--- config.mk ---
export PLATFORM = sky130hd
export DESIGN_NAME = pmfb_front_flat
export DESIGN_NICKNAME = d
export VERILOG_FILES = /design/src/design/pmfb_pkg.sv /design/src/design/pmfb_ifs.sv /design/src/design/pmfb_front.sv /design/src/flat_wrapper.sv
export SDC_FILE = /design/constraint.sdc
export NUM_CORES = 1
export LEC_CHECK = 0
export BUFFER_PORTS_ARGS = -buffer_cell sky130_fd_sc_hd__buf_2
export CORE_AREA = 2 2 39 41
export DETAILED_ROUTE_END_ITERATION = 8
export DIE_AREA = 0 0 41 43
export RECOVER_POWER = 25
export SKIP_LAST_GASP = 1
export SYNTH_ARGS = -nofsm -noshare
export SYNTH_HDL_FRONTEND = slang
export SYNTH_SLANG_ARGS = --single-unit
--- constraint.sdc ---
create_clock -name vclk -period 3.6
set_input_delay 0.54 -clock vclk [all_inputs]
set_output_delay 0.54 -clock vclk [all_outputs]
set_load 0.005 [all_outputs]
--- src/design/pmfb_pkg.sv ---
// Shared constants, codes and command types of the page-mode pixel framebuffer.
`timescale 1ns / 1ps
`default_nettype none

package pmfb_pkg;

  // Display geometry: columns of bytes, each page a stack of eight rows.
  localparam int COLUMNS     = 128;
  localparam int PAGES       = 4;
  localparam int ROWS        = PAGES * 8;
  localparam int STORE_DEPTH = COLUMNS * PAGES;
  localparam int STORE_AW    = $clog2(STORE_DEPTH);

  // Selects the bit of a byte from the low row bits.
  localparam logic [2:0] BIT_MASK = 3'h7;

  // Command queue between the front and back parts.
  localparam int CMDQ_DEPTH = 2;
  localparam int CMDQ_AW    = $clog2(CMDQ_DEPTH);

  // Operation codes of an input item.
  typedef enum logic [1:0] {
    OP_WRITE_PIXEL = 2'd0,
    OP_CLEAR_ALL   = 2'd1,
    OP_INVERT      = 2'd2,
    OP_READ_BYTE   = 2'd3
  } op_t;

  // What the back part has to do for one item.
  typedef enum logic [2:0] {
    CMD_WRITE,
    CMD_CLEAR,
    CMD_INVERT,
    CMD_READ,
    CMD_REPORT
  } cmd_kind_t;

  typedef struct packed {
    cmd_kind_t             kind;
    logic [STORE_AW-1:0]   addr;
    logic [2:0]            bit_sel;
    logic                  pixel;
    logic                  oor;
  } cmd_t;

endpackage

`default_nettype wire

--- src/design/pmfb_ifs.sv ---
// Valid/ready channel interfaces for input items, results and configuration.
`timescale 1ns / 1ps
`default_nettype none

interface pmfb_in_if;
  logic       valid;
  logic       ready;
  logic [1:0] op;
  logic [7:0] column;
  logic [5:0] row;
  logic       pixel_value;
  logic [1:0] page;

  modport source (output valid, op, column, row, pixel_value, page, input ready);
  modport sink (input valid, op, column, row, pixel_value, page, output ready);
endinterface


`default_nettype wire

--- src/design/pmfb_front.sv ---
// Front part: accepts input items, checks coordinates and forms commands.
`timescale 1ns / 1ps
`default_nettype none

module pmfb_front (
  input  logic            invert_enable,
  input  logic            accept_en,
  pmfb_in_if.sink         in_ch,
  output logic            push_valid,
  input  logic            push_ready,
  output pmfb_pkg::cmd_t  push_cmd
);
  import pmfb_pkg::*;

  logic        col_ok;
  logic        row_ok;
  logic        page_ok;
  logic [2:0]  page_sel;
  logic [11:0] idx_wide;

  // Range checks and the byte address: column * PAGES + page.
  always_comb begin
    col_ok   = {1'b0, in_ch.column} < 9'(COLUMNS);
    row_ok   = {1'b0, in_ch.row} < 7'(ROWS);
    page_ok  = {2'b00, in_ch.page} < 4'(PAGES);
    page_sel = (op_t'(in_ch.op) == OP_READ_BYTE) ? {1'b0, in_ch.page} : in_ch.row[5:3];
    idx_wide = {4'b0000, in_ch.column} * 12'(PAGES) + {9'd0, page_sel};
  end

  // Classify the item into a command for the back part.
  always_comb begin
    push_cmd.kind    = CMD_REPORT;
    push_cmd.addr    = idx_wide[STORE_AW-1:0];
    push_cmd.bit_sel = in_ch.row[2:0] & BIT_MASK;
    push_cmd.pixel   = in_ch.pixel_value;
    push_cmd.oor     = 1'b0;
    case (op_t'(in_ch.op))
      OP_WRITE_PIXEL: begin
        if (col_ok && row_ok) begin
          push_cmd.kind = CMD_WRITE;
        end else begin
          push_cmd.oor = 1'b1;
        end
      end
      OP_CLEAR_ALL: begin
        push_cmd.kind = CMD_CLEAR;
      end
      OP_INVERT: begin
        push_cmd.kind = invert_enable ? CMD_INVERT : CMD_REPORT;
      end
      OP_READ_BYTE: begin
        if (col_ok && page_ok) begin
          push_cmd.kind = CMD_READ;
        end else begin
          push_cmd.oor = 1'b1;
        end
      end
      default: begin
        push_cmd.kind = CMD_REPORT;
      end
    endcase
  end

  // Handshake toward the queue; held off while the store is being initialized.
  assign push_valid  = in_ch.valid && accept_en;
  assign in_ch.ready = push_ready && accept_en;

endmodule

`default_nettype wire

--- src/flat_wrapper.sv ---
// flat-port wrapper written by rule: the top's interface ports become plain ports
module pmfb_front_flat import pmfb_pkg::*;
  (invert_enable, accept_en, push_valid, push_ready, push_cmd, in_ch_valid, in_ch_op, in_ch_column, in_ch_row, in_ch_pixel_value, in_ch_page, in_ch_ready);
  pmfb_in_if in_ch_i ();
  input  logic invert_enable;
  input  logic accept_en;
  output logic push_valid;
  input  logic push_ready;
  output pmfb_pkg::cmd_t push_cmd;
  input wire logic [$bits(in_ch_i.valid)-1:0] in_ch_valid;
  input wire logic [$bits(in_ch_i.op)-1:0] in_ch_op;
  input wire logic [$bits(in_ch_i.column)-1:0] in_ch_column;
  input wire logic [$bits(in_ch_i.row)-1:0] in_ch_row;
  input wire logic [$bits(in_ch_i.pixel_value)-1:0] in_ch_pixel_value;
  input wire logic [$bits(in_ch_i.page)-1:0] in_ch_page;
  output wire logic [$bits(in_ch_i.ready)-1:0] in_ch_ready;
  assign in_ch_i.valid = in_ch_valid;
  assign in_ch_i.op = in_ch_op;
  assign in_ch_i.column = in_ch_column;
  assign in_ch_i.row = in_ch_row;
  assign in_ch_i.pixel_value = in_ch_pixel_value;
  assign in_ch_i.page = in_ch_page;
  assign in_ch_ready = in_ch_i.ready;
  pmfb_front u_core (.invert_enable(invert_enable), .accept_en(accept_en), .in_ch(in_ch_i), .push_valid(push_valid), .push_ready(push_ready), .push_cmd(push_cmd));
endmodule
# Yosys cells after proc, flatten, opt, wreduce, memory -nomap -nowiden
# Cells that the tools add are included.
# classes
addsub	1
n_mul	0
n_div	0
magnitude_cmp	2
eq_ne	3
shifts	0
mux	8
bitwise_logic	0
n_reduce_logical	4
# ops
operator	count
$mux W3	4
$pmux W3 S4	1
$add A9 B3 Y9	1
$lt A8 B8 Y1 const B	1
$lt A6 B6 Y1 const B	1
$eq A2 B2 Y1 const B	2
$logic_and A1 B1 Y1	3
$eq A2 B1 Y1 const B	1
$logic_not A2 Y1	1
$mux W1	2
$pmux W1 S2	1
# totals
reg_bits	0
latch_bits	0
ramBits	0
romBits	0
input_bits	23
out_inout_bits	19
wordCells	18
n_memories	0

# Longest topological paths before layout
# Gate-level depths: netlist of the first run.
# depth
ltp_word	4
ltp_mapped	6
ltp_nobuf	6

# Worst setup path before layout of the first run
# No wires, ideal clock.
# synth_timing
path_type	in2out
start	input in_ch_op[0]
end	output push_cmd[11] in the netlist's numbering
arrival_time_ns	1.508
required_time_ns	3.060
slack_ns	1.552
stages	6
n_path_buf	0
cell_sequence	ha_1 > nor2b_1 > ha_1 > ha_1 > nand3_1 > xnor2_1
# synth_lines
item	line	text
from (decl)	flat_wrapper.sv:11	input wire logic [$bits(in_ch_i.op)-1:0] in_ch_op;
to (decl)	flat_wrapper.sv:9	output pmfb_pkg::cmd_t push_cmd;

==> results of run 1 <==
per-layer routing:
metal,up-vias,routed length (um)
met2,27,259
li1,182,-
met5,-,0
met1,128,269
met4,0,0
met3,0,107
power groups by stage:
stage | Sequential, uW | Clock (uW) | Combinational, uW
2_1_floorplan | 0 | 0 | 22.0
3_3_place_gp | 0 | 0 | 43.7
3_5_place_dp | 0 | 0 | 43.7
4_1_cts | 0 | 0 | 44.0
5_1_grt | 0 | 0 | 50.0
6_report | 0 | 0 | 43.4
final cells by class:
class	instances	area, um^2
fillers	153	948
multi-input cells	31	234
repair buffers	34	170
well taps	16	20.0
inverters	3	11.3
path summary, 6_finish.rpt:
check	start	end	slack (ps)	cells past startpoint
worst min-delay path	in_ch_pixel_value	push_cmd[1]	1080	0
worst max-delay path	in_ch_op[1]	push_cmd[11]	1270	8
worst max-delay path, stage by stage:
cell and delay, ps:
buf_2 130, ha_1 230, nor2b_1 130, ha_1 190
ha_1 210, nand3_1 100, xnor2_1 130, buf_2 130
kinds of logic (layout without fill, tap and decap cells):
logic type	count (synthesis)	in the layout	synth area share [%]
adder cells (fa/ha/maj)	5	5	22.7
AO/OA/AOI/OAI	6	6	11.8
buffers and inverters	7	37	15.0
XOR/XNOR	5	5	15.9
AND/OR/NAND/NOR	13	13	26.4
multiplexers	2	2	8.18
through the flow:
stage	setup WS (ps)	power, uW	instances	util (%)	instance area (um^2)
after CTS	1240	44.0	84	31.5	435
final	1270	43.4	84	31.5	435
after detailed placement	1250	43.7	84	31.5	435
after global placement	1290	43.7	84	31.5	435
after floorplan	1550	22.0	38	-	275
after global routing	1110	50.0	84	31.5	435
cells in the final DEF, fill, tap and decap left out, types with 3 or more instances in the layout:
cell,synthesis,final
buf_2,0,34
ha_1,5,5
inv_1,3,3
nand2_1,3,3
o21ai_0,3,3
xnor2_1,3,3
==> flow_summary.json, run 1 <==
{
  "relSlewSlack_pct": 86.8,
  "avgSynthCellArea_um2": 7.24,
  "grt-ovfl-total": 0,
  "peakVddDrop_mv": 0.0303,
  "synth_area_leaders": "ha_1, buf_4, xnor2_1",
  "hold_class": "input port to output pin",
  "drt_wl_total_um": 636,
  "final_antenna_net_count": 0,
  "end_kind": "output pin",
  "tightest_slew_ps": 196,
  "yosys-top-cells-count": "ha_1, buf_4",
  "area_growth_syn_to_layout_pct": 58.2,
  "yosys.cell_types.count": 17,
  "maxCapViolations": 0,
  "grt_busiest_layer": "met2",
  "met3_usage_pct": 0,
  "setup_tns_ps": 0,
  "antennaDiodeCount": 0,
  "yosysMostFrequentCell": "ha_1",
  "drive_gt1_share_pct": 55.9,
  "p_switching_uw": 19.0,
  "grt_util_met2_pct": 14.1,
  "n_clock_buffer": 0,
  "seq_power_share_pct": 0,
  "synth_top_area_share_pct": 22.7,
  "setup_viol": 0,
  "synth_nets": 66,
  "hpwl_um": 574,
  "grt_pass1_vias": 309,
  "antenna_found_initial": 0,
  "drt_iter0_markers": 4,
  "crit_required_ps": 3060,
  "viasPerCell": 4.01,
  "sw_frac_of_total_pct": 43.8,
  "place_congestion": 0.673,
  "die_h_um": 43,
  "hold_ws_ps": 1080,
  "synth_area_leader_cell": "ha_1",
  "powerDensity_nw_per_um2": 99.7,
  "grt_pass1_wl_mm": 1.05,
  "syn_area_um2": 275,
  "fin_crit_sh_pct": 64.7,
  "maxSlewViolCount": 0,
  "timing.fmax_ghz": 0.429,
  "ff_latch_area_um2": 0,
  "die_w_um": 41,
  "num_io_pins": 42,
  "core_area_um2": 1380,
  "yosys_warnings": 0,
  "wl_per_cell_um": 7.57,
  "dr_total_vias": 337,
  "pwr-share-comb_pct": 100.0,
  "cp_data_arrival_time_ps": 1790,
  "fin_nets": 98,
  "leakagePower_uw": 0.000256,
  "internal-power_uw": 24.4,
  "start_util_pct": 19.9,
  "grt_max_degree": 6,
  "crit_type": "input port to output pin",
  "crit_path_max_fanout": 5,
  "io_buffers": 34,
  "cts_hold_buf": 0,
  "first_pass_iters": 4,
  "postCtsSetupBuffers": 0,
  "synth-seq-area-share_pct": 0,
  "drc": 0,
  "pwr-share-clk_pct": 0,
  "layout_min_cycle_time_ps": 2330,
  "dieArea_um2": 1760,
  "final_hold_viol_count": 0,
  "worstSetupStartpointType": "input port",
  "seq_cells": 0,
  "rsz0062_at_grt": "false",
  "gr-usage-met1_pct": 10.4,
  "syn_inst": 38,
  "cts_resized": 0,
  "grtUsageTotal_pct": 7.79,
  "std_cell_rows": 14,
  "status": "completed"
}
(Power assumes the default switching activity.)
==> run 2: changes to the inputs <==
==> constraint.sdc (replaced) <==
create_clock -name vclk -period 1.9
set_input_delay 0.285 -clock vclk [all_inputs]
set_output_delay 0.285 -clock vclk [all_outputs]
set_load 0.005 [all_outputs]
==> flow_summary.json, run 2 (synthesis gave the netlist of run 1 again) <==
{
  "rsz0062_at_grt": "false",
  "cts_hold_buf": 0,
  "leakagePower_uw": 0.000261,
  "fin_nets": 99,
  "layout_min_cycle_time_ps": 1750,
  "status": "completed",
  "drive_gt1_share_pct": 56.5,
  "grtUsageTotal_pct": 6.69,
  "seq_cells": 0,
  "maxCapViolations": 0,
  "cp_data_arrival_time_ps": 1470,
  "pwr-share-comb_pct": 100.0,
  "grt-ovfl-total": 0,
  "die_h_um": 43,
  "ff_latch_area_um2": 0,
  "antennaDiodeCount": 0,
  "worst_path_most_repeated_cell": "ha_1",
  "setup_viol": 0,
  "seq_power_share_pct": 0,
  "relSlewSlack_pct": 85.8,
  "io_buffers": 34,
  "n_clock_buffer": 0,
  "drt_wl_total_um": 666,
  "final_hold_viol_count": 0,
  "setup_tns_ps": 0,
  "postCtsSetupBuffers": 0,
  "first_pass_iters": 1,
  "crit_required_ps": 1620,
  "crit_path_max_fanout": 5,
  "fin_crit_sh_pct": 92.3,
  "final_common_cell": "buf_2",
  "dieArea_um2": 1760,
  "peakVddDrop_mv": 0.0694,
  "power.total_uw": 83.5,
  "fillers": 150,
  "cts_resized": 0,
  "place_congestion": 0.635,
  "end_kind": "output pin",
  "maxSlewViolCount": 0,
  "sw_frac_of_total_pct": 43.2,
  "tightest_slew_ps": 211,
  "antenna_found_initial": 0,
  "internal-power_uw": 47.5,
  "drt_iter0_markers": 0,
  "wl_per_cell_um": 7.84,
  "hpwl_um": 639,
  "worstSetupStartpointType": "input port",
  "num_io_pins": 42,
  "timing.fmax_ghz": 0.570,
  "final_cell_mix": "buf_2, ha_1",
  "std_cell_rows": 14,
  "viasPerCell": 4.02,
  "area_growth_syn_to_layout_pct": 60.9,
  "start_util_pct": 19.9,
  "final_antenna_net_count": 0,
  "grt_pass1_vias": 259,
  "grt_max_degree": 6,
  "dr_total_vias": 342,
  "powerDensity_nw_per_um2": 189,
  "grt_pass1_wl_um": 903,
  "cp_slowest_cell": "ha_1",
  "hold_class": "input port to output pin",
  "drc": 0,
  "slowest_delay_ps": 200,
  "die_w_um": 41,
  "crit_chain": "buf_2 -> ha_1 -> nor2b_1 -> ha_1 -> ha_1 -> nand3_1 -> xnor2_1 -> buf_2",
  "p_switching_uw": 36.1,
  "pwr-share-clk_pct": 0,
  "core_area_um2": 1380,
  "crit_type": "input port to output pin"
}
==> run 2: path summary, 6_finish.rpt <==
check,end,cells after the start,startpoint
worst max-delay path,push_cmd[13],8,in_ch_op[1]
worst min-delay path,push_cmd[1],0,in_ch_pixel_value
==> run 2: metal layers <==
layer | vias up | share of wire (%) | global-route usage, %
li1 | 186 | - | -
met1 | 129 | 36 | 7.28
met2 | 27 | 44 | 13.4
met3 | 0 | 20 | 0.524
met4 | 0 | 0 | 0
met5 | - | 0 | 0
==> run 2: worst max-delay path: cells and delay by family <==
kind	cells	cell delay, ps
adders and majority gates	3	580
buffers and inverters	2	260
and+or+nand+nor	2	210
xor gates and xnor gates	1	130
==> run 2: cell type report <==
class              count  area [um^2]  share of cell area, %
repair buffers        35          178                   40.1
well taps             16         20.0                   4.52
inverters              3         11.3                   2.54
multi-input cells     31          234                   52.8
==> run 2: power by group through the flow <==
stage / clock (uW) / combinational, uW / sequential, uW
after floorplan: 0 / 41.8 / 0
after global placement: 0 / 84.3 / 0
after detailed placement: 0 / 84.7 / 0
after CTS: 0 / 85.2 / 0
after global routing: 0 / 95.1 / 0
final: 0 / 83.5 / 0
==> run 2: per-stage QoR <==
step	cells	instance area, um^2	setup slack, ps	hold slack (ps)	util, %
3_5_place_dp	85	443	135	570	32.0
6_report	85	443	146	570	32.0
4_1_cts	85	443	131	570	32.0
5_1_grt	85	443	7.95	570	32.0
3_3_place_gp	85	443	159	570	32.0
2_1_floorplan	38	275	362	621	-
