## config.mk

```make
export PLATFORM = sky130hd
export DESIGN_NAME = pmfb_back_flat
export DESIGN_NICKNAME = d
export VERILOG_FILES = /design/src/design/pmfb_pkg.sv /design/src/design/pmfb_ifs.sv /design/src/design/pmfb_back.sv /design/src/flat_wrapper.sv
export SDC_FILE = /design/constraint.sdc
export NUM_CORES = 2
export LEC_CHECK = 0
export ABC_AREA = 1
export BUFFER_PORTS_ARGS = -buffer_cell sky130_fd_sc_hd__buf_2
export CORE_MARGIN = 8
export CORE_UTILIZATION = 45
export CTS_BUF_LIST = sky130_fd_sc_hd__clkbuf_8
export DETAILED_ROUTE_END_ITERATION = 8
export REMOVE_ABC_BUFFERS = 1
export SETUP_SLACK_MARGIN = 0.1
export SYNTH_ARGS = -nofsm -noshare
export SYNTH_HDL_FRONTEND = slang
export SYNTH_SLANG_ARGS = --single-unit
```

## constraint.sdc

```tcl
create_clock -name clk -period 7.9 [get_ports clk]
set_input_delay 0 -clock clk [delete_from_list [all_inputs] [get_ports clk]]
set_output_delay 0 -clock clk [all_outputs]
set_load 0.05 [all_outputs]
```

## src/design/pmfb_pkg.sv

```systemverilog
// Shared constants, codes and command types of the page-mode pixel framebuffer.
`timescale 1ns / 1ps
`default_nettype none

package pmfb_pkg;

  // Display geometry: columns of bytes, each page a stack of eight rows.
  localparam int COLUMNS     = 128;
  localparam int PAGES       = 4;
  localparam int ROWS        = PAGES * 8;
  localparam int STORE_DEPTH = COLUMNS * PAGES;
  localparam int STORE_AW    = $clog2(STORE_DEPTH);

  // Selects the bit of a byte from the low row bits.
  localparam logic [2:0] BIT_MASK = 3'h7;

  // Command queue between the front and back parts.
  localparam int CMDQ_DEPTH = 2;
  localparam int CMDQ_AW    = $clog2(CMDQ_DEPTH);

  // Operation codes of an input item.
  typedef enum logic [1:0] {
    OP_WRITE_PIXEL = 2'd0,
    OP_CLEAR_ALL   = 2'd1,
    OP_INVERT      = 2'd2,
    OP_READ_BYTE   = 2'd3
  } op_t;

  // What the back part has to do for one item.
  typedef enum logic [2:0] {
    CMD_WRITE,
    CMD_CLEAR,
    CMD_INVERT,
    CMD_READ,
    CMD_REPORT
  } cmd_kind_t;

  typedef struct packed {
    cmd_kind_t             kind;
    logic [STORE_AW-1:0]   addr;
    logic [2:0]            bit_sel;
    logic                  pixel;
    logic                  oor;
  } cmd_t;

endpackage

`default_nettype wire

```

## src/design/pmfb_ifs.sv

```systemverilog
// Valid/ready channel interfaces for input items, results and configuration.
`timescale 1ns / 1ps
`default_nettype none


interface pmfb_out_if;
  logic       valid;
  logic       ready;
  logic [7:0] read_byte;
  logic       out_of_range;

  modport source (output valid, read_byte, out_of_range, input ready);
  modport sink (input valid, read_byte, out_of_range, output ready);
endinterface


`default_nettype wire

```

## src/design/pmfb_back.sv

```systemverilog
// Back part: executes commands against the frame store and drives results.
`timescale 1ns / 1ps
`default_nettype none

module pmfb_back (
  input  logic            clk,
  input  logic            rst_n,
  input  logic            pop_valid,
  output logic            pop_ready,
  input  pmfb_pkg::cmd_t  pop_cmd,
  output logic            init_busy,
  pmfb_out_if.source      out_ch
);
  import pmfb_pkg::*;

  typedef enum logic [1:0] {
    ST_SWEEP,
    ST_IDLE,
    ST_MODIFY,
    ST_FETCH
  } state_t;

  // The store keeps every byte XORed with the polarity bit, so an invert
  // only flips the polarity and a clear writes the polarity pattern.
  logic [7:0]          mem [STORE_DEPTH];
  logic [7:0]          mem_q_r;

  state_t              state_r;
  state_t              state_nxt;
  logic [STORE_AW-1:0] cnt_r;
  logic [STORE_AW-1:0] cnt_nxt;
  logic                sweep_rsp_r;
  logic                sweep_rsp_nxt;
  logic                pol_r;
  logic                pol_nxt;
  cmd_t                cur_r;
  cmd_t                cur_nxt;
  logic                out_valid_r;
  logic                out_valid_nxt;
  logic [7:0]          out_byte_r;
  logic [7:0]          out_byte_nxt;
  logic                out_oor_r;
  logic                out_oor_nxt;

  logic                slot_free;
  logic                mem_we;
  logic                mem_re;
  logic [STORE_AW-1:0] mem_waddr;
  logic [STORE_AW-1:0] mem_raddr;
  logic [7:0]          mem_wdata;
  logic [7:0]          merged;

  assign slot_free = !out_valid_r || out_ch.ready;
  assign init_busy = (state_r == ST_SWEEP) && !sweep_rsp_r;

  // Sequencer: sweeps, read-modify-write of one byte, readout, and reports.
  always_comb begin
    state_nxt     = state_r;
    cnt_nxt       = cnt_r;
    sweep_rsp_nxt = sweep_rsp_r;
    pol_nxt       = pol_r;
    cur_nxt       = cur_r;
    out_valid_nxt = out_valid_r && !out_ch.ready;
    out_byte_nxt  = out_byte_r;
    out_oor_nxt   = out_oor_r;
    pop_ready     = 1'b0;
    mem_we        = 1'b0;
    mem_re        = 1'b0;
    mem_waddr     = cnt_r;
    mem_wdata     = {8{pol_r}};
    mem_raddr     = pop_cmd.addr;
    merged        = mem_q_r;
    merged[cur_r.bit_sel] = cur_r.pixel ^ pol_r;

    case (state_r)
      ST_SWEEP: begin
        mem_we = 1'b1;
        if (cnt_r == STORE_AW'(STORE_DEPTH - 1)) begin
          // A clear command reports once the last byte is written.
          if (!sweep_rsp_r) begin
            state_nxt = ST_IDLE;
            cnt_nxt   = '0;
          end else if (slot_free) begin
            out_valid_nxt = 1'b1;
            out_byte_nxt  = 8'd0;
            out_oor_nxt   = 1'b0;
            sweep_rsp_nxt = 1'b0;
            state_nxt     = ST_IDLE;
            cnt_nxt       = '0;
          end
        end else begin
          cnt_nxt = cnt_r + 1'b1;
        end
      end
      ST_IDLE: begin
        if (pop_valid && slot_free) begin
          pop_ready = 1'b1;
          cur_nxt   = pop_cmd;
          case (pop_cmd.kind)
            CMD_WRITE: begin
              mem_re    = 1'b1;
              state_nxt = ST_MODIFY;
            end
            CMD_READ: begin
              mem_re    = 1'b1;
              state_nxt = ST_FETCH;
            end
            CMD_CLEAR: begin
              sweep_rsp_nxt = 1'b1;
              cnt_nxt       = '0;
              state_nxt     = ST_SWEEP;
            end
            CMD_INVERT: begin
              pol_nxt       = !pol_r;
              out_valid_nxt = 1'b1;
              out_byte_nxt  = 8'd0;
              out_oor_nxt   = 1'b0;
            end
            default: begin
              out_valid_nxt = 1'b1;
              out_byte_nxt  = 8'd0;
              out_oor_nxt   = pop_cmd.oor;
            end
          endcase
        end
      end
      ST_MODIFY: begin
        if (slot_free) begin
          mem_we        = 1'b1;
          mem_waddr     = cur_r.addr;
          mem_wdata     = merged;
          out_valid_nxt = 1'b1;
          out_byte_nxt  = 8'd0;
          out_oor_nxt   = 1'b0;
          state_nxt     = ST_IDLE;
        end
      end
      ST_FETCH: begin
        if (slot_free) begin
          out_valid_nxt = 1'b1;
          out_byte_nxt  = mem_q_r ^ {8{pol_r}};
          out_oor_nxt   = 1'b0;
          state_nxt     = ST_IDLE;
        end
      end
      default: begin
        state_nxt = ST_IDLE;
      end
    endcase
  end

  // State and registered outputs; reset starts the initial clearing sweep.
  always_ff @(posedge clk) begin
    if (!rst_n) begin
      state_r     <= ST_SWEEP;
      cnt_r       <= '0;
      sweep_rsp_r <= 1'b0;
      pol_r       <= 1'b0;
      out_valid_r <= 1'b0;
    end else begin
      state_r     <= state_nxt;
      cnt_r       <= cnt_nxt;
      sweep_rsp_r <= sweep_rsp_nxt;
      pol_r       <= pol_nxt;
      out_valid_r <= out_valid_nxt;
      cur_r       <= cur_nxt;
      out_byte_r  <= out_byte_nxt;
      out_oor_r   <= out_oor_nxt;
    end
  end

  // Frame store: one write port, one registered read port.
  always_ff @(posedge clk) begin
    if (mem_we) begin
      mem[mem_waddr] <= mem_wdata;
    end
    if (mem_re) begin
      mem_q_r <= mem[mem_raddr];
    end
  end

  assign out_ch.valid        = out_valid_r;
  assign out_ch.read_byte    = out_byte_r;
  assign out_ch.out_of_range = out_oor_r;

endmodule

`default_nettype wire

```

## src/flat_wrapper.sv

```systemverilog
// flat-port wrapper written by rule: the top's interface ports become plain ports
module pmfb_back_flat import pmfb_pkg::*;
  (clk, rst_n, pop_valid, pop_ready, pop_cmd, init_busy, out_ch_valid, out_ch_read_byte, out_ch_out_of_range, out_ch_ready);
  pmfb_out_if out_ch_i ();
  input  logic clk;
  input  logic rst_n;
  input  logic pop_valid;
  output logic pop_ready;
  input  pmfb_pkg::cmd_t pop_cmd;
  output logic init_busy;
  output wire logic [$bits(out_ch_i.valid)-1:0] out_ch_valid;
  output wire logic [$bits(out_ch_i.read_byte)-1:0] out_ch_read_byte;
  output wire logic [$bits(out_ch_i.out_of_range)-1:0] out_ch_out_of_range;
  input wire logic [$bits(out_ch_i.ready)-1:0] out_ch_ready;
  assign out_ch_valid = out_ch_i.valid;
  assign out_ch_read_byte = out_ch_i.read_byte;
  assign out_ch_out_of_range = out_ch_i.out_of_range;
  assign out_ch_i.ready = out_ch_ready;
  pmfb_back u_core (.clk(clk), .rst_n(rst_n), .pop_valid(pop_valid), .pop_ready(pop_ready), .pop_cmd(pop_cmd), .init_busy(init_busy), .out_ch(out_ch_i));
endmodule
```

Word level (Yosys, flattened, before mapping)
Memory sizes are Yosys's and may differ from the RTL's. A register that Yosys moved wholly into a read port is not among the register bits.
Cells that the tools add are included.

storage, ports and cells
  flip-flop bits (word level) = 36
  bits in writable memories = 4096
  input port bits = 21
  output and inout port bits = 12
  logic and storage cells = 106
  memories = 1

cells by class
  add/sub/neg operators = 1
  magnitude comparators = 2
  equality and inequality tests = 15
  multiplexer cells = 53
  bitwise logic cells = 2
  reductions and logical operators = 22

memories
  memory      depth  bits a word  read ports  clocked after Yosys merged registers in  wr ports  line             text
  u_core.mem  512    8            1           1                                        1         pmfb_back.sv:25  logic [7:0] mem [STORE_DEPTH];

operators by type and width
  cell                 count
  $mux 8               8
  $mux 9               7
  $pmux 8 s4           1
  $mux 1               23
  $pmux 9 s2           1
  $pmux 2 s3           2
  $add 9x1->9 const B  1
  $eq 9x9->1 const B   1
  $reduce_and 3->1     3
  $bwmux 8             1
  $mux 2               4
  $reduce_and 4->1     2
  $xor 8x8->8          1
  $eq 3x2->1 const B   2
  $ne 2x1->1 const B   3
  $ne 2x2->1 const B   3
  $pmux 1 s2           3
  $pmux 1 s3           2
  $reduce_and 6->1     1
  $reduce_and 5->1     1
  $eq 2x2->1 const B   2
  $logic_and 1x1->1    4
  $logic_not 1->1      4
  $lt 3x4->1 const B   1
  13 further kinds     14

Depth between registers and ports, before layout
  depth in word-level cells = 7
  gate-level depth with buffers = 15
  depth with buffers taken out = 14

Worst setup path after synthesis
OpenSTA, ideal clock, no wires.

  path type = register -> register
  start point = register u_core.out_valid_r, in the netlist u_core.out_ch.valid
  end point = memory u_core.mem[0][7] (data pin)
  setup time = 1446 ps
  arrival time = 7384 ps
  required time = 6454 ps
  path slack = -930 ps
  cell stages (with the launch flop) = 8
  buffers on the path = 1
  clock period less this slack = 8830 ps
  cell sequence = dfxtp_1 > inv_1 > nor2_2 > inv_1 > nand2_4 > buf_2 > nand2_1 > nand2_1

on the way
  longest elaborated chain between the ends = 4

RTL lines
  item                           line              text
  from (decl)                    pmfb_back.sv:38   logic out_valid_r;
  from (signal assigned)         pmfb_back.sv:165  out_valid_r <= out_valid_nxt;
  $logic_not 1->1                pmfb_back.sv:53   assign slot_free = !out_valid_r || out_ch.ready;
  $logic_or 1x1->1               pmfb_back.sv:53
  $mux 8                         pmfb_back.sv:128  if (slot_free) begin
  $mux 8                         pmfb_back.sv:75   case (state_r)
  named net u_core.mem_wdata[7]  pmfb_back.sv:50   logic [7:0] mem_wdata;
  to (decl)                      pmfb_back.sv:25

The timed path passes the listed nets, and every way through them passes these cells.

Worst setup path in the final report
  start point = input port pop_cmd[15] in the netlist's numbering
  end point = register u_core.cnt_r[1]

on the way
  longest elaborated chain between the ends = 3

RTL lines
  item                        line               text
  from (decl)                 flat_wrapper.sv:9  input pmfb_pkg::cmd_t pop_cmd;
  $eq 3x1->1                  pmfb_back.sv:99    case (pop_cmd.kind)
  $ne 2x2->1 (no line)        --
  $reduce_and 4->1 (no line)  --
  to (signal assigned)        pmfb_back.sv:162   cnt_r <= cnt_nxt;
  to (decl)                   pmfb_back.sv:30    logic [STORE_AW-1:0] cnt_r;

No other way between the ends.
A chain may end at the register's enable or synchronous reset.

==> metrics <==
outcome=complete, no violations; row count=224; Worst-Skew Late Latency=between 1 and 1.5 ns; total core area=371,000 sq um; max cap viols=0; Cell Pwr Density=234 nW/um^2; Worst-path clk slew=approximately 0.060 ns; final instance area=184,000 sq um; Final setup viols=0; Syn Std Cell Area=167,000 sq um; Yosys reg bits=4,140; nets=14,045; worst vdd ir=0.166 mV; DR WL/cell=24.3 microns; initial antenna violation count=22; Final Cycle Share=0.562; hpwl dp=approximately 260,000 microns; post-CTS sizing=0; CP Capture Type=flip-flop; Clock Tree Buf Depth=4; synthesized area per cell=11.9 sq um; vias=roughly 110k; CP max FO=9; Critical Path Max Stage Delay=0.73 ns; max_slew headroom=0.184; clock sinks=4,140; final hold violation count=0; routed vias/inst=approximately 5.6; CP cell instances=dlygate4sd3_1 > dlygate4sd3_1 > buf_2 > dlygate4sd3_1 > o31ai_1 > dlygate4sd3_1 > inv_1 > nor2_1 > o21ai_0 > dlygate4sd3_1 > nor2_1 > dlygate4sd3_1 > clkinv_1 > nand2_1 > a21oi_1 > dlygate4sd3_1; Hold Crit Class=in -> reg; layout cells sized above 1=0.0731; crit start category=input pin; first-pass GRT wire length=between 600,000 and 700,000 microns; worst setup margin=3.46 ns; Final Util=0.497; CTS Buf Count=between 600 and 700; GR Overflow Total=0; unrepaired setup endpoints after global routing=false; die area=391,000 sq um; die width=626 microns; H-tree Lvls=6; cts hold-fix bufs=51; fin crit period=4.44 ns; # IOs=33; Post-Place Worst Slack=between 3 and 4 ns; IO buf count=32; Static Leakage=64.3 nW; Mapped Cells=14,101; CP Class=in -> reg; Seq/Total Area, Yosys=0.742; FILL cells=32,623; post-synthesis cell type count=34; Die Y=626 microns; area grow syn2layout=10.2%; crit path DAT=5.53 ns; largest net degree at the start of global routing=187; Setup Skew=0.112 ns; CP dominant cell by count=dlygate4sd3_1; GP Congestion=0.856; vias in the first global route=approximately 110k; slowest CP cell=dlygate4sd3_1; final wirelength=between 400,000 and 500,000 microns; Yosys Warn Count=0; final slew viol count=0; Routed Antenna Nets=0; post-CTS setup buffer count=0; DR iter-0 viols=about 13,000; Initial Util=0.451; # DRC=0; Total Routing Usage GR=0.235; TritonCTS clock tree=done; clock root buffer=clkbuf_8; First-pass DRT Iterations=6; Slew @ Worst Pin=1.22 ns; setup TNS=0 ns; fmax=0.225 GHz; Req. time, crit path=approximately 9.0 ns; area post-placement=172,000 sq um
path summary, 6_finish.rpt:
| check | start | to | slack, ns | depth (start not counted) |
|---|---|---|---|---|
| max | pop_cmd[15] | u_core.cnt_r[1] | 3.46 | 16 |
| min | pop_cmd[11] | u_core.cur_r[11] | 0.17 | 3 |
| max reg2reg | u_core.state_r[1] | u_core.mem[207][2] | 3.47 | 9 |
| min reg2reg | u_core.cnt_r[7] | u_core.cnt_r[7] | 0.50 | 2 |
logic make-up after synthesis:
family / after synthesis / share of synthesized area
xor gates and xnor gates: 9 / 0.000471
AOI/OAI and AO/OA: 55 / 0.00186
and+or+nand+nor: 8858 / 0.230
buffers and inverters: 1036 / 0.0250
adders and majority gates: 3 / 0.000224
DFF: 4140 / 0.742
power by group:
part / internal [mW] / total, mW / switching (mW)
Combinational: 0.577 / 2.26 / 1.68
Clock: 8.42 / 17.0 / 8.60
Sequential: 23.8 / 23.8 / 0.00419
synthesized netlist by cell type:
master	number	share of area
a211oi_1	6	0.00027
a21oi_1	23	0.00069
a311oi_1	1	0.000052
and3_1	1	0.000037
buf_1	156	0.0035
buf_2	218	0.0065
buf_4	2	0.000090
buf_6	1	0.000067
clkbuf_1	612	0.014
clkinv_1	2	0.000045
dfxtp_1	14	0.0017
edfxtp_1	4126	0.74
ha_1	3	0.00022
inv_1	40	0.00090
inv_2	5	0.00011
nand2_1	4182	0.094
nand2_2	12	0.00045
nand2_4	1	0.000067
nand3_1	4083	0.12
nand4_1	1	0.000037
nor2_1	549	0.012
nor2_2	4	0.00015
nor2_4	2	0.00013
nor3_1	17	0.00051
nor3_2	3	0.00018
nor4_1	1	0.000037
o21ai_0	15	0.00045
o21ai_1	4	0.00012
o21ai_2	3	0.00016
o22ai_1	1	0.000037
o31ai_1	2	0.000090
or2_1	1	0.000037
or3_1	1	0.000037
xnor2_1	9	0.00047
layout make-up:
cell class              instances  area (sq um)  area share
diodes                         15          37.5    0.000204
clock buffers                 672          9250      0.0502
clock inverters               522          2810      0.0153
inverters                      47           213     0.00115
multi-input cells            8925         39100       0.212
flip-flops and latches       4140        124000       0.674
well taps                    4972          6220      0.0338
repair buffers                241          2510      0.0136
registers in the layout, indices dropped and copies added (netlist names):
| register | count |
|---|---|
| u_core.mem | 4096 |
| u_core.cur_r | 13 |
| u_core.out_ch.valid | 1 |
| u_core.out_ch.out_of_range | 1 |
| u_core.mem_q_r | 8 |
| u_core.state_r | 2 |
| u_core.cnt_r | 9 |
| u_core.sweep_rsp_r | 1 |
| u_core.pol_r | 1 |
| u_core.out_ch.read_byte | 8 |
cell usage in the layout (no fill, tap or decap), types with 2 or more instances in the layout:
| cell type | n |
|---|---|
| dlygate4sd3_1 | 51 |
| diode_2 | 15 |
| a211oi_1 | 5 |
| inv_6 | 16 |
| nand3_1 | 4083 |
| nor2_1 | 548 |
| buf_12 | 49 |
| buf_8 | 3 |
| nor2_4 | 3 |
| edfxtp_1 | 4126 |
| clkinv_2 | 76 |
| o21ai_2 | 3 |
| nor3_2 | 4 |
| bufinv_16 | 13 |
| nand2_4 | 25 |
| dfxtp_1 | 14 |
| buf_2 | 26 |
| nor3_1 | 16 |
| a21oi_1 | 23 |
| o21ai_0 | 15 |
| xnor2_1 | 9 |
| nor2_2 | 4 |
| buf_4 | 111 |
| nand2_2 | 12 |
| inv_8 | 13 |
| inv_12 | 5 |
| clkinv_8 | 13 |
| o21ai_1 | 4 |
| o31ai_1 | 2 |
| inv_1 | 233 |
| nand2_1 | 4158 |
| clkinvlp_4 | 13 |
| clkinv_1 | 186 |
| clkbuf_8 | 672 |
| ha_1 | 3 |
critical path: cells and delay by family:
kind | cells | cell delay, ns
AOI/OAI and AO/OA | 3 | 0.41
buffers and inverters | 10 | 4.75
and+or+nand+nor | 3 | 0.35
routing by layer:
layer,vias up,share of wire,GRT usage
met5,-,0.00017,0
met3,996,0.080,0.0405
met1,53362,0.41,0.321
met4,10,0.043,0.0956
li1,50173,-,-
met2,4927,0.46,0.375
stage by stage:
| stage | hold slack, ns | total power, mW | std cells |
|---|---|---|---|
| floorplan | 0.0989 | 26.1 | 13112 |
| global placement | 0.369 | 26.5 | 18274 |
| detailed placement | 0.364 | 26.5 | 18274 |
| CTS | 0.0572 | 43.3 | 19519 |
| global route | 0.124 | 44.5 | 19531 |
| finish | 0.169 | 43.1 | 19534 |
Note: power is estimated with default switching activity, not from simulation.
